## src/design/eaf_pkg.sv

```systemverilog
// Shared types, constants and fixed-point helpers for the elliptical arc flattener.
// No dependencies; every other design file imports this package.
package eaf_pkg;

    localparam int CW          = 40;
    localparam int STEP_W      = 7;
    localparam int MAX_SEG_DEF = 64;
    localparam int CORDIC_N    = 30;

    localparam logic signed [CW-1:0] GAIN_Q30 = 40'sd652032874;
    localparam logic [63:0] PI_Q24   = 64'd52707179;
    localparam logic [63:0] ONE_Q60  = 64'd1 << 60;
    localparam logic [63:0] RAD_MAX  = 64'd1 << 31;
    localparam logic [63:0] AMT_SAT  = 64'd1 << 37;
    localparam logic [63:0] CEIL_ADD = (64'd1 << 56) - 64'd1;
    localparam logic [31:0] HALF_TURN = 32'h8000_0000;

    typedef struct packed {
        logic               go;
        logic [63:0]        a;
        logic [63:0]        b;
    } t_mul_req;

    typedef struct packed {
        logic               go;
        logic signed [63:0] num;
        logic signed [63:0] den;
    } t_div_req;

    typedef struct packed {
        logic               go;
        logic [63:0]        v;
    } t_sqrt_req;

    typedef struct packed {
        logic                 go;
        logic                 vec;
        logic [31:0]          ang;
        logic signed [CW-1:0] x;
        logic signed [CW-1:0] y;
    } t_cor_req;

    typedef struct packed {
        logic signed [31:0]   xe;
        logic signed [31:0]   ye;
        logic signed [32:0]   sumx;
        logic signed [32:0]   sumy;
        logic signed [CW-1:0] c;
        logic signed [CW-1:0] s;
        logic signed [33:0]   cx1;
        logic signed [33:0]   cy1;
        logic [31:0]          rxs;
        logic [31:0]          rys;
        logic [31:0]          th1;
        logic                 sw;
        logic [31:0]          qstep;
        logic [STEP_W-1:0]    rstep;
        logic [STEP_W-1:0]    steps;
    } t_job;

    function automatic logic [31:0] atan_val(input logic [4:0] i);
        logic [31:0] v;
        case (i)
            5'd0:  v = 32'd536870912;
            5'd1:  v = 32'd316933406;
            5'd2:  v = 32'd167458907;
            5'd3:  v = 32'd85004756;
            5'd4:  v = 32'd42667331;
            5'd5:  v = 32'd21354465;
            5'd6:  v = 32'd10679838;
            5'd7:  v = 32'd5340245;
            5'd8:  v = 32'd2670163;
            5'd9:  v = 32'd1335087;
            5'd10: v = 32'd667544;
            5'd11: v = 32'd333772;
            5'd12: v = 32'd166886;
            5'd13: v = 32'd83443;
            5'd14: v = 32'd41722;
            5'd15: v = 32'd20861;
            5'd16: v = 32'd10430;
            5'd17: v = 32'd5215;
            5'd18: v = 32'd2608;
            5'd19: v = 32'd1304;
            5'd20: v = 32'd652;
            5'd21: v = 32'd326;
            5'd22: v = 32'd163;
            5'd23: v = 32'd81;
            5'd24: v = 32'd41;
            5'd25: v = 32'd20;
            5'd26: v = 32'd10;
            5'd27: v = 32'd5;
            5'd28: v = 32'd3;
            5'd29: v = 32'd1;
            default: v = 32'd0;
        endcase
        return v;
    endfunction

    function automatic logic signed [63:0] rnd_shr(input logic signed [63:0] v,
                                                   input logic [5:0] n);
        logic signed [63:0] h;
        logic signed [63:0] m;
        h = 64'sd1 <<< (n - 6'd1);
        m = -v;
        if (v >= 0) begin
            return (v + h) >>> n;
        end
        return -((m + h) >>> n);
    endfunction

    function automatic logic signed [31:0] sat32(input logic signed [63:0] v);
        if (v > 64'sd2147483647) begin
            return 32'sh7FFF_FFFF;
        end
        if (v < -64'sd2147483648) begin
            return 32'sh8000_0000;
        end
        return v[31:0];
    endfunction

    function automatic logic [63:0] sx64(input logic signed [CW-1:0] v);
        return {{(64-CW){v[CW-1]}}, v};
    endfunction

endpackage

```

## src/design/eaf_queue.sv

```systemverilog
// Two-entry register queue of setup records between the front and back parts.
// Uses the record type of eaf_pkg.
module eaf_queue import eaf_pkg::*; (
    input  logic i_clk,
    input  logic i_rst_n,
    input  logic i_push,
    input  t_job i_job,
    output logic o_full,
    input  logic i_pop,
    output logic o_empty,
    output t_job o_job
);
    t_job       r_mem [2];
    logic       r_wp, r_rp;
    logic [1:0] r_cnt;

    always_ff @(posedge i_clk) begin
        if (!i_rst_n) begin
            r_wp  <= 1'b0;
            r_rp  <= 1'b0;
            r_cnt <= 2'd0;
        end else begin
            if (i_push) begin
                r_mem[r_wp] <= i_job;
                r_wp        <= !r_wp;
            end
            if (i_pop) begin
                r_rp <= !r_rp;
            end
            r_cnt <= r_cnt + {1'b0, i_push} - {1'b0, i_pop};
        end
    end

    assign o_full  = (r_cnt == 2'd2);
    assign o_empty = (r_cnt == 2'd0);
    assign o_job   = r_mem[r_rp];

    a_no_overflow: assert property (@(posedge i_clk) disable iff (!i_rst_n)
        !(i_push && o_full)) else $error("queue push while full");
    a_no_underflow: assert property (@(posedge i_clk) disable iff (!i_rst_n)
        !(i_pop && o_empty)) else $error("queue pop while empty");
    a_count: assert property (@(posedge i_clk) disable iff (!i_rst_n)
        (r_cnt != 2'd3) && ((r_cnt == 2'd0) == (r_wp == r_rp) || r_cnt == 2'd2))
        else $error("queue count and pointers disagree");
endmodule

```

## config.mk

```make
export PLATFORM = sky130hd
export DESIGN_NAME = eaf_queue
export DESIGN_NICKNAME = d
export VERILOG_FILES = /design/src/design/eaf_pkg.sv /design/src/design/eaf_queue.sv
export SDC_FILE = /design/constraint.sdc
export NUM_CORES = 1
export LEC_CHECK = 0
export ABC_AREA = 1
export BUFFER_PORTS_ARGS = -buffer_cell sky130_fd_sc_hd__buf_2
export CAP_MARGIN = 5
export CORE_AREA = 2 2 330 332
export CTS_CLUSTER_SIZE = 30
export DETAILED_ROUTE_END_ITERATION = 7
export DIE_AREA = 0 0 332 334
export HOLD_SLACK_MARGIN = 0.08
export PLACE_DENSITY = 0.63
export SKIP_CTS_REPAIR_TIMING = 1
export SLEW_MARGIN = 20
export SYNTH_ARGS = -nofsm -noshare
export SYNTH_HDL_FRONTEND = slang
export SYNTH_SLANG_ARGS = --single-unit
```

## constraint.sdc

```tcl
create_clock -name i_clk -period 46.9 [get_ports i_clk]
set_clock_uncertainty 0.1 [all_clocks]
set_input_delay 14.07 -clock i_clk [delete_from_list [all_inputs] [get_ports i_clk]]
set_output_delay 14.07 -clock i_clk [all_outputs]
set_load 0.005 [all_outputs]
```

### Yosys cells after proc, flatten, opt, wreduce, memory -nomap -nowiden

Memories as Yosys holds them, arrays and structs flattened. A register that Yosys moved wholly into a read port is not among the register bits.
Cells that the tools add are included.

| storage, ports and cells | value |
|---|---|
| bits in registers | 4 |
| bits in latches | 0 |
| memory bits (writable) | 842 |
| memory bits (read-only) | 0 |
| input port bits | 425 |
| output and inout bits | 423 |
| memories | 1 |

Memory list:

| memory | words | bits a word | rd ports | clocked after memory_dff | write ports | line | source |
|---|---|---|---|---|---|---|---|
| r_mem | 2 | 421 | 1 | 1 | 1 | eaf_queue.sv:13 | `t_job r_mem [2];` |

| operators by class | value |
|---|---|
| $add $sub $neg | 2 |
| multiply operators | 0 |
| divide/modulo/power cells | 0 |
| $lt $le $gt $ge | 0 |
| equal/unequal tests | 1 |
| shifts and indexed selects | 0 |
| muxes and demuxes | 5 |
| bitwise operators | 0 |
| reduce and logical (&&, ||, !) cells | 3 |

Operators by type and width:

| operator | count |
|---|---|
| two-way mux 1 bit | 5 |
| adder 2 x 1 -> 2 bit | 1 |
| == test 2 bit (second input constant) | 1 |
| zero test 1 bit | 2 |
| zero test 2 bit | 1 |
| subtractor 2 x 1 -> 2 bit | 1 |

### Longest topological paths before layout

| logic depth | value |
|---|---|
| depth after elaboration | 3 |
| depth in mapped cells | 7 |

### Worst setup path before layout

No wires, ideal clock.

| timing | value |
|---|---|
| kind | input-to-reg |
| start point | input port i_rst_n |
| end point | memory r_mem[1][0] (netlist bit) (enable) |
| arrival time | 42.399 ns |
| slack | 2.680 ns |
| stages on the path | 2 |
| buffers on the path | 0 |
| cell sequence | inv_1 -> nor3_1 |

| on the way | value |
|---|---|
| longest elaborated chain between the ends | 2 |

RTL lines:

| element | line | source |
|---|---|---|
| from (decl) | eaf_queue.sv:5 | `input logic i_rst_n,` |
| two-way mux 1 bit | eaf_queue.sv:18 | `if (!i_rst_n) begin` |
| two-way mux 1 bit (not written as such) | eaf_queue.sv:24 | `r_mem[r_wp] <= i_job;` |
| to (decl) | eaf_queue.sv:13 |  |

No other way between the ends.

==> run summary <==
Entering global routing, the biggest net connects 144 pins. For this block, the initial DRC count from the detailed router was 1017. Vias after detailed routing: 16100.

The first global-routing pass estimated 111000 um of wire. STA classifies the critical path endpoint as a primary output. Once detail routing completed, the nets flagged for antenna violations numbered 0. After synthesis the netlist holds a flip-flop and latch count of 847.

The signal arrival time at the worst endpoint is 4.83 ns. Summing the sequential cell areas from Yosys gives 78.0% of the chip area. The die outline area is 111000 um^2. The synthesized netlist contains 16 unique library cells. During synthesis, Yosys emitted a total of 0 warnings. The cell total after placement is 3574, and the number of buffers inserted by port buffering is 847. The worst path uses 40.5% of the clock period. In this run the static leakage power is 15.7 nW. Row generation in the floorplan step produced 121 rows. The worst setup path is of the reg -> out kind.

The largest total area in the synthesized netlist belongs to edfxtp_1. VDD sags by at most 0.0333 mV. Headroom to the max-slew limit came out at 28.1%.

Internal power comes to 1.33 mW. Averaged over all synthesized cells, the footprint is 24.3 um^2. STA classifies the critical path startpoint as a flip-flop. The flow ran to the end, and the final reports show no timing, DRC or antenna violations. The tools report the floorplan core area as 108000 um^2. Counting every instance in the synthesized netlist gives 1342. Counting I/O delays and the setup requirement, the final critical path takes 19.00 ns. At the end of the flow the core is filled with cells to 37.7%. The actual transition at the worst max-transition pin came out at 1.08 ns.

The share of total power dissipated in sequential elements is 51.6%. The portion of synthesized cell area occupied by the leading cell type works out to 77.7%. In the final design database the tool counted 2675 nets. Final weighted congestion in routability-driven placement: 0.866. The gate family responsible for the most delay along the worst path is buffers and inverters. In this run the number of H-tree levels came out at 3. The buffers plus inverters on the worst setup path was 4; the post-DP HPWL was 57200 um. The die span in x was 332 um; the net count after synthesis was 1769. The combinational group share of total power is 9.5%. TritonCTS built the clock tree.

After global routing the overflow that remains totals 0. Total negative setup slack: 0 ns. Setup repair after global routing left no endpoint under its margin.

The pre-antenna-repair detailed-routing pass consisted of 4 iterations. Slowest cell on the critical path: dfxtp_4. Data on the critical path is required at its endpoint by 32.73 ns. After detailed routing, the number of remaining DRC violations is 0. In this design, the stage delay of the slowest critical-path cell is 0.87 ns. The logs give 9911 for the number of fill cells and 32600 um^2 for the summed instance area of the synthesized netlist. Once the floorplan was initialized, standard cells occupied 30.2% of the core. The clock share of power came out at 38.9%.

The most prevalent standard cell on the critical path is buf_4. The number of antenna violations at the first check in global routing was 38; the layout overhead on the synthesized area was 24.9%. The number of failing hold endpoints at the final stage is 0.

In this run the worst hold path is classified as reg -> reg. After detailed routing, the average wire length per cell comes to 20.9 um. Of the total power, the share spent switching nets is 21.3%. The clock tree buffer depth is 3, and the count of max-cap constraint violations is 0.

Clock tree synthesis selected as its root buffer the cell clkbuf_16. The die boundary height works out to 334 um. Dividing total power by cell area gives a power density of 41.6 nW/um^2. In this run the count of I/O pins placed on the die edge is 848. The total detailed-routing wirelength was 78100 um; the via-per-instance ratio was 4.30. Traced cell by cell, the critical path runs through buf_4 -> buf_4 -> buf_4 -> mux2_4 -> buf_2. Global routing consumed, over all layers together, 13.5% of the routing resources. The run gives 86 as the TritonCTS buffer count.

The number of pins exceeding their max-slew limit in the final report is 0. The number of setup violations in the final report came out at 0. Ranked by total cell area, the synthesized netlist is headed by edfxtp_1 (78%), mux2_4 (18%), buf_12 (2.0%).

For the worst-skew pair, the clock arrives at the later sink with an insertion delay of 0.64 ns. The finished layout holds 3738 standard cells, fillers aside. Maximum fanout count along the critical path: 54.

The maximum operating frequency came out at 52.6 MHz. The logs give 17200 for the number of global-route vias before repair and 0.360 mW for the switching power of the nets. Fraction of layout cells with a size suffix above 1: 60.8%. Clock-pin slew was measured on the worst setup and hold paths at 0.06 ns. The tree built by TritonCTS fans out to 847 sinks.
[power by group through the flow]
stage | registers, mW | logic (mW) | clock network [mW]
6_report | 0.872 | 0.160 | 0.658
5_1_grt | 0.873 | 0.172 | 0.707
4_1_cts | 0.872 | 0.164 | 0.677
3_5_place_dp | 0.888 | 0.163 | 0
3_3_place_gp | 0.887 | 0.160 | 0
2_1_floorplan | 0.902 | 0.103 | 0
[area by class of cell]
type                    count  area, um^2  area share, %
diodes                     10        25.0         0.0616
clock buffers             108        2260           5.55
clock inverters            46         465           1.15
inverters                   8        30.0         0.0739
multi-input cells         440        6320           15.5
flip-flops and latches    847       25400           62.5
well taps                1414        1770           4.35
repair buffers            865        4400           10.8
[flip-flops by register name (all words and copies together) (netlist names), named ones only]
register and cells:
r_rp 1, r_mem 842, r_wp 1, r_cnt 2
[path summary, 6_finish.rpt]
check / startpoint / to / slack (ns) / cells after the start
max: flip-flop / o_job[263] / 27.90 / 5
min: r_wp$_SDFFE_PN0P_ / r_wp$_SDFFE_PN0P_ / 0.38 / 2
max reg2reg: r_wp$_SDFFE_PN0P_ / r_mem[1][264]$_DFFE_PP_ / 42.54 / 5
min reg2reg: r_wp$_SDFFE_PN0P_ / r_wp$_SDFFE_PN0P_ / 0.38 / 2
[routing by layer]
layer  track usage, %  vias to the layer above  wire length [um]
li1                 -                     7174                 -
met1             13.8                     7980             27000
met2             24.6                      741             40900
met3             4.95                      168              7110
met4             6.08                       24              2980
met5                0                        -               163
[logic make-up (layout without fill, tap and decap cells)]
kind of cell               after synthesis  count (layout)  share of synthesized area [%]
AOI/OAI and AO/OA                        2               2                         0.0307
buffers and inverters                   55            1027                           2.66
DFF                                    847             847                           78.0
and+or+nand+nor                         14              14                          0.169
xor gates and xnor gates                 1               1                         0.0269
muxes                                  421             421                           19.1
adders and majority gates                2               2                         0.0769
other                                    0              10                              0
[per-stage QoR]
stage	power, mW	worst slack [ns]	hold slack, ns	cell area (um^2)
floorplan	1.01	2.68	0.343	32600
global placement	1.05	28.67	0.355	37900
detailed placement	1.05	28.55	0.387	37900
CTS	1.71	27.81	0.396	40600
global route	1.75	27.60	0.409	40600
finish	1.69	27.90	0.385	40600
[tightest hold or removal path: stages (launching register included)]
cell and delay (ns):
dfxtp_1 0.31, nand2_1 0.07, a21oi_1 0.06
[synth_stat cells (all sizes together)]
cell	count
a21oi	2
buf	47
dfxtp	5
edfxtp	842
ha	2
inv	8
mux2	421
nand2	6
nand3	1
nor2	6
nor3	1
xnor2	1
[placed cells by master, fill, tap and decap left out, drive strengths merged]
cell type and n:
buf 865, edfxtp 842, mux2 421, clkbuf 108
clkinv 34, inv 11, diode 10, bufinv 7
nand2 6, nor2 6, dfxtp 5, a21oi 2
ha 2, clkinvlp 2, xnor2 1, nor3 1
nand3 1
No activity file was read; power rests on OpenSTA's default activity.
